### src/hdl/hsv_pkg.sv
`default_nettype none

package hsv_pkg;

  // Number of hue steps that make up one of the six colour regions.
  localparam logic [7:0] HUE_STEPS = 8'd43;
  localparam logic [7:0] FULL_SCALE = 8'd255;
  localparam int unsigned STAGES = 5;

  typedef enum logic [2:0] {
    REGION_0 = 3'd0,
    REGION_1 = 3'd1,
    REGION_2 = 3'd2,
    REGION_3 = 3'd3,
    REGION_4 = 3'd4,
    REGION_5 = 3'd5
  } region_t;

  typedef struct packed {
    region_t    region;
    logic [7:0] frac;
  } hue_split_t;

  // Truncating division by 255, exact for every product of two 8-bit values.
  function automatic logic [7:0] div255(input logic [15:0] x);
    logic [16:0] sum;
    sum = {1'b0, x} + {9'd0, x[15:8]} + 17'd1;
    return sum[15:8];
  endfunction

endpackage

`default_nettype wire

### src/hdl/hsv_hue_split.sv
`default_nettype none

module hsv_hue_split (
  input  wire logic [7:0]         hue,
  output hsv_pkg::hue_split_t     split
);

  logic [7:0] base;
  logic [7:0] rem;

  always_comb begin
    if (hue >= 8'(5 * hsv_pkg::HUE_STEPS)) begin
      split.region = hsv_pkg::REGION_5;
      base         = 8'(5 * hsv_pkg::HUE_STEPS);
    end else if (hue >= 8'(4 * hsv_pkg::HUE_STEPS)) begin
      split.region = hsv_pkg::REGION_4;
      base         = 8'(4 * hsv_pkg::HUE_STEPS);
    end else if (hue >= 8'(3 * hsv_pkg::HUE_STEPS)) begin
      split.region = hsv_pkg::REGION_3;
      base         = 8'(3 * hsv_pkg::HUE_STEPS);
    end else if (hue >= 8'(2 * hsv_pkg::HUE_STEPS)) begin
      split.region = hsv_pkg::REGION_2;
      base         = 8'(2 * hsv_pkg::HUE_STEPS);
    end else if (hue >= hsv_pkg::HUE_STEPS) begin
      split.region = hsv_pkg::REGION_1;
      base         = hsv_pkg::HUE_STEPS;
    end else begin
      split.region = hsv_pkg::REGION_0;
      base         = 8'd0;
    end
    rem = hue - base;
    // The remainder is at most 42, so six times it still fits in eight bits.
    split.frac = {rem[5:0], 2'b00} + {rem[6:0], 1'b0};
  end

endmodule

`default_nettype wire

### src/hdl/hsv_to_rgb_8bit_core.sv
`default_nettype none

// Integer HSV to RGB conversion, one pixel per request.
//
// Input channel (in_*): one request carries hue, saturation and brightness,
// eight bits each. Output channel (out_*): one request carries red, green
// and blue, eight bits each. Every input request yields exactly one output
// request, in order.
//
// The datapath is a five-stage pipeline: hue split, three products, division
// by 255 of those, two products with the brightness, and a last division by
// 255 with the channel selection. A request accepted while in_tready is high
// reaches out_tvalid through each of the stage registers in turn; throughput
// is one pixel per clock while out_tready does not stall the pipeline, set by
// the pipeline of 8x8 multipliers and constant dividers.
//
// Each stage holds its own valid bit and advances when the stage after it
// has room, so a stalled receiver fills the pipeline up before in_tready
// drops; nothing is lost or repeated. A synchronous low rst_n empties the
// pipeline, and in_tready is high in the cycle after reset.
module hsv_to_rgb_8bit_core (
  input  wire logic        clk,
  input  wire logic        rst_n,
  input  wire logic        in_tvalid,
  output logic             in_tready,
  input  wire logic [23:0] in_tdata,   // hue[7:0], saturation[15:8], brightness[23:16]
  output logic             out_tvalid,
  input  wire logic        out_tready,
  output logic [23:0]      out_tdata   // red[7:0], green[15:8], blue[23:16]
);

  logic [hsv_pkg::STAGES-1:0] valid_r;
  logic [hsv_pkg::STAGES-1:0] valid_nxt;
  logic [hsv_pkg::STAGES-1:0] adv;

  hsv_pkg::hue_split_t split;

  // Stage 1: hue split.
  hsv_pkg::region_t region1_r;
  logic [7:0]       frac1_r, sat1_r, val1_r;
  // Stage 2: products with the saturation.
  hsv_pkg::region_t region2_r;
  logic [15:0]      sf2_r, sg2_r, pv2_r;
  logic [7:0]       val2_r;
  // Stage 3: scaled factors and p.
  hsv_pkg::region_t region3_r;
  logic [7:0]       kq3_r, kt3_r, p3_r, val3_r;
  // Stage 4: products with the brightness.
  hsv_pkg::region_t region4_r;
  logic [15:0]      qv4_r, tv4_r;
  logic [7:0]       p4_r, val4_r;
  // Stage 5: result.
  logic [7:0]       red_r, green_r, blue_r;
  logic [7:0]       red_nxt, green_nxt, blue_nxt;
  logic [7:0]       q4, t4;

  always_comb begin
    adv[hsv_pkg::STAGES-1] = !valid_r[hsv_pkg::STAGES-1] || out_tready;
    for (int i = hsv_pkg::STAGES - 2; i >= 0; i--) begin
      adv[i] = !valid_r[i] || adv[i+1];
    end
    valid_nxt[0] = adv[0] ? in_tvalid : valid_r[0];
    for (int i = 1; i < hsv_pkg::STAGES; i++) begin
      if (adv[i]) begin
        valid_nxt[i] = valid_r[i-1];
      end else begin
        valid_nxt[i] = valid_r[i];
      end
    end
  end

  assign in_tready = adv[0];

  always_ff @(posedge clk) begin
    if (!rst_n) begin
      valid_r <= '0;
    end else begin
      valid_r <= valid_nxt;
    end
  end

  hsv_hue_split u_split (
    .hue   (in_tdata[7:0]),
    .split (split)
  );

  always_ff @(posedge clk) begin
    if (adv[0]) begin
      region1_r <= split.region;
      frac1_r   <= split.frac;
      sat1_r    <= in_tdata[15:8];
      val1_r    <= in_tdata[23:16];
    end
  end

  always_ff @(posedge clk) begin
    if (adv[1]) begin
      region2_r <= region1_r;
      sf2_r     <= 16'(sat1_r) * 16'(frac1_r);
      sg2_r     <= 16'(sat1_r) * 16'(hsv_pkg::FULL_SCALE - frac1_r);
      pv2_r     <= 16'(val1_r) * 16'(hsv_pkg::FULL_SCALE - sat1_r);
      val2_r    <= val1_r;
    end
  end

  always_ff @(posedge clk) begin
    if (adv[2]) begin
      region3_r <= region2_r;
      kq3_r     <= hsv_pkg::FULL_SCALE - hsv_pkg::div255(sf2_r);
      kt3_r     <= hsv_pkg::FULL_SCALE - hsv_pkg::div255(sg2_r);
      p3_r      <= hsv_pkg::div255(pv2_r);
      val3_r    <= val2_r;
    end
  end

  always_ff @(posedge clk) begin
    if (adv[3]) begin
      region4_r <= region3_r;
      qv4_r     <= 16'(val3_r) * 16'(kq3_r);
      tv4_r     <= 16'(val3_r) * 16'(kt3_r);
      p4_r      <= p3_r;
      val4_r    <= val3_r;
    end
  end

  // Zero saturation needs no separate path: p, q and t all reduce to the
  // brightness exactly, which gives grey in every region.
  always_comb begin
    q4 = hsv_pkg::div255(qv4_r);
    t4 = hsv_pkg::div255(tv4_r);
    case (region4_r)
      hsv_pkg::REGION_0: begin
        red_nxt = val4_r; green_nxt = t4;     blue_nxt = p4_r;
      end
      hsv_pkg::REGION_1: begin
        red_nxt = q4;     green_nxt = val4_r; blue_nxt = p4_r;
      end
      hsv_pkg::REGION_2: begin
        red_nxt = p4_r;   green_nxt = val4_r; blue_nxt = t4;
      end
      hsv_pkg::REGION_3: begin
        red_nxt = p4_r;   green_nxt = q4;     blue_nxt = val4_r;
      end
      hsv_pkg::REGION_4: begin
        red_nxt = t4;     green_nxt = p4_r;   blue_nxt = val4_r;
      end
      default: begin
        red_nxt = val4_r; green_nxt = p4_r;   blue_nxt = q4;
      end
    endcase
  end

  always_ff @(posedge clk) begin
    if (adv[4]) begin
      red_r   <= red_nxt;
      green_r <= green_nxt;
      blue_r  <= blue_nxt;
    end
  end

  assign out_tvalid = valid_r[hsv_pkg::STAGES-1];
  assign out_tdata  = {blue_r, green_r, red_r};

endmodule

`default_nettype wire

### config.mk
export PLATFORM = sky130hd
export DESIGN_NAME = hsv_to_rgb_8bit_core
export DESIGN_NICKNAME = d
export VERILOG_FILES = /design/src/hdl/hsv_pkg.sv /design/src/hdl/hsv_hue_split.sv /design/src/hdl/hsv_to_rgb_8bit_core.sv
export SDC_FILE = /design/constraint.sdc
export NUM_CORES = 1
export LEC_CHECK = 0
export ABC_AREA = 1
export CORE_MARGIN = 2
export CORE_UTILIZATION = 65
export DETAILED_ROUTE_END_ITERATION = 12
export DONT_BUFFER_PORTS = 1
export GPL_TIMING_DRIVEN = 0
export MAX_ROUTING_LAYER = met4
export PLACE_DENSITY = 0.88
export SETUP_SLACK_MARGIN = 0.5
export SYNTH_ARGS = -nofsm -noshare
export SYNTH_HDL_FRONTEND = slang
export SYNTH_SLANG_ARGS = --single-unit
export TNS_END_PERCENT = 20
### constraint.sdc
create_clock -name clk -period 13.05 [get_ports clk]
set_input_delay 2.61 -clock clk [delete_from_list [all_inputs] [get_ports clk]]
set_output_delay 2.61 -clock clk [all_outputs]
set_load 0.02 [all_outputs]
==> results_dict.tcl <==
set metrics [dict create \
    clock_latency_ns 0.47 \
    cp-end-kind "output pin" \
    io_pins 54 \
    yosys_warnings 0 \
    cp_cell_sequence "nor2_1 > inv_1 > nor2_1 > inv_2 > nor2_1 > clkinv_1 > nor2_1 > nand2_2" \
    hold_ws_ns 0.4150 \
    cts_tree "done" \
    die_h_um 179.2 \
    coreArea_sq_um 30430 \
    max_freq_mhz 135.5 \
    clkTransAtPathRegs_ns 0.10 \
    antenna_cells 0 \
    drc_errors 0 \
    grt_pass1_vias 16270 \
    worst_slew_pin_slew_ns 0.9520 \
    cpMostUsedCell "nor2_1" \
    cp_top_family "simple AND/OR/NAND/NOR gates" \
    dp.final_hpwl_mm 35.34 \
    status "completed" \
    fill_cells 2210 \
    antenna_left 0 \
    chipWidth_um 179.2 \
    antenna_found_initial 0 \
    finalHoldViolCount 0 \
    initial_core_util 0.6554 \
    critPathMaxFanout 28 \
    fin_skew_ns 0.02456 \
    setup.worst_path.start_class "input port" \
    worstPathArrival_ns 4.77 \
    ys_ff_latch 199 \
    setup_tns_ns 0 \
    rsz0062_at_grt "no" \
    crit_slowest_cell "nand2_2" \
    maxSlewHeadroom 0.3646 \
    place.gp.congestion 0.9856 \
    drv_slew 0 \
    cts_resized 0 \
    drt_wl_total_mm 45.30 \
    layout_common_cells "nand2_1 (567), inv_1 (534), ha_1 (231)" \
    ys_async_sr_fraction 0 \
    routedWlPerCell_um 16.27 \
    syn_inst 2354 \
    ys.flop_type "edfxtp_1" \
    grt_max_degree 50 \
    cts_htree_levels 4 \
    cts_root_buf "clkbuf_16" \
    area_delta_synth_final_pct 6.060 \
    post-route-min-period_ns 7.379 \
    synth_edf_count 194 \
    nets 2813 \
    synth_area_sq_um 19940 \
    dieArea_sq_um 32100 \
    required_ns 10.44 \
    rows 64 \
    worstSetupPathType "input port to output pin" \
    holdBufCountCts 0 \
    path_buf_inv 3 \
    timing.final.crit_share 0.5654 \
    cts_setup_buffers 0 \
    cap_violations 0 \
    grt_pass1_wl_mm 75.96 \
    setup_viol 0 \
    hp-class "flop to flop" \
    yosysSeqAreaShare 0.2971 \
    dr.pass1.iters 6 \
    vias 15620 \
    drt_iter0_markers 1158 \
    io_buffer_count 0 \
    cts_buffers 17 \
    synth_nets 2791 \
    numClockSinks 199 \
    via_per_inst 5.608 \
    ys_types 45 \
    avgSynthCellArea_sq_um 8.472 \
    slowest_delay_ns 0.52 \
    clockBufferDepth 2 \
    final_common_cell "nand2_1" \
    grt-ovfl-total 0 \
    drive_gt1_frac 0.02595 \
    grt_usage 0.3094 \
]
[kinds of logic (layout without fill, tap and decap cells)]
family / after synthesis / in the layout / synth area share
buffers and inverters: 602 / 637 / 0.1145
adders and majority gates: 409 / 409 / 0.3236
DFF: 199 / 199 / 0.2971
and+or+nand+nor: 915 / 915 / 0.1902
AOI/OAI and AO/OA: 164 / 164 / 0.04605
xor gates and xnor gates: 65 / 65 / 0.02854
[flip-flops by register name, indices dropped and copies added, names as in the netlist, 5 cells and up]
name and cells:
val1_r 8, red_r 8, p4_r 8, kt3_r 8, tv4_r 16, frac1_r 7
sf2_r 15, val2_r 8, sat1_r 8, valid_r 5, val4_r 8, val3_r 8
sg2_r 16, p3_r 8, blue_r 8, green_r 8, kq3_r 8, qv4_r 16
pv2_r 16
[worst paths after layout]
kind	start	endpoint	slack (ns)	cells past startpoint
max	out_tready	in_tready	5.67	8
min	region1_r[1]	region2_r[1]	0.41	0
max reg2reg	val3_r[0]	qv4_r[12]	7.58	18
min reg2reg	region1_r[1]	region2_r[1]	0.41	0
[cell type report]
class                           count  area, sq um  share of cell area
Buffer                             59        242.7             0.01148
Clock buffer                       17        425.4             0.02011
Clock inverter                     15        225.2             0.01065
Inverter                          543         2041             0.09647
Multi-Input combinational cell   1553        11740              0.5549
Sequential cell                   199         5926              0.2801
Tap cell                          396        495.5             0.02342
Timing Repair Buffer                3        60.06            0.002839
[metrics by stage]
stage / utilization / instance area (sq um) / cells / setup WS (ns)
6_report: 0.6951 / 21150 / 2785 / 5.671
5_1_grt: 0.6951 / 21150 / 2785 / 5.348
4_1_cts: 0.6944 / 21130 / 2784 / 4.445
3_5_place_dp: 0.6730 / 20480 / 2752 / 4.449
3_3_place_gp: 0.6717 / 20440 / 2750 / 3.422
2_1_floorplan: - / 19940 / 2354 / 4.385
[Yosys cell counts, types with 2 or more instances]
master / count / area [sq um]
a21o_1: 6 / 45.04
a21oi_1: 89 / 445.4
buf_6: 2 / 22.52
o21ai_0: 36 / 180.2
ha_1: 231 / 2890
nand4_1: 37 / 231.5
clkbuf_2: 2 / 10.01
nor2_1: 151 / 566.8
nor3_1: 13 / 65.06
edfxtp_1: 194 / 5826
fa_1: 178 / 3563
nand3_1: 123 / 615.6
clkbuf_1: 53 / 198.9
or2_2: 4 / 25.02
nand2_1: 568 / 2132
o21a_1: 3 / 22.52
a21boi_0: 4 / 30.03
o21bai_1: 5 / 37.54
o211ai_1: 2 / 15.01
and2_1: 4 / 25.02
dfxtp_1: 5 / 100.1
inv_2: 3 / 11.26
nand3b_1: 3 / 22.52
nor2_2: 3 / 18.77
xor2_1: 45 / 394.1
nor2_4: 3 / 33.78
o2111ai_1: 7 / 61.31
a31oi_1: 3 / 18.77
clkinv_1: 2 / 7.510
a22oi_1: 3 / 22.52
o21ai_1: 3 / 15.01
xnor2_1: 20 / 175.2
inv_1: 537 / 2016
[metal layers]
layer | vias up | GRT usage | routed length (um)
met5 | - | - | 0
met4 | 0 | 0.1391 | 1965
met3 | 172 | 0.04665 | 2880
met2 | 658 | 0.5378 | 23140
met1 | 7384 | 0.3546 | 17320
li1 | 7403 | - | -
[worst register-to-register path: stages (launching register included)]
cell and delay, ns:
edfxtp_1 0.39, clkbuf_1 0.38, clkbuf_1 0.55, nand2_1 0.16, fa_1 0.54, fa_1 0.54, inv_1 0.06, fa_1 0.55
inv_1 0.07, fa_1 0.54, inv_1 0.06, ha_1 0.35, a21oi_1 0.21, a21boi_0 0.32, o21ai_0 0.21, nand3_1 0.13
nand2_1 0.06, nand2_1 0.05, nand2_1 0.06
Power is not shown: default switching activity piles up to over one toggle a cycle in this logic, so the estimate is an artifact.
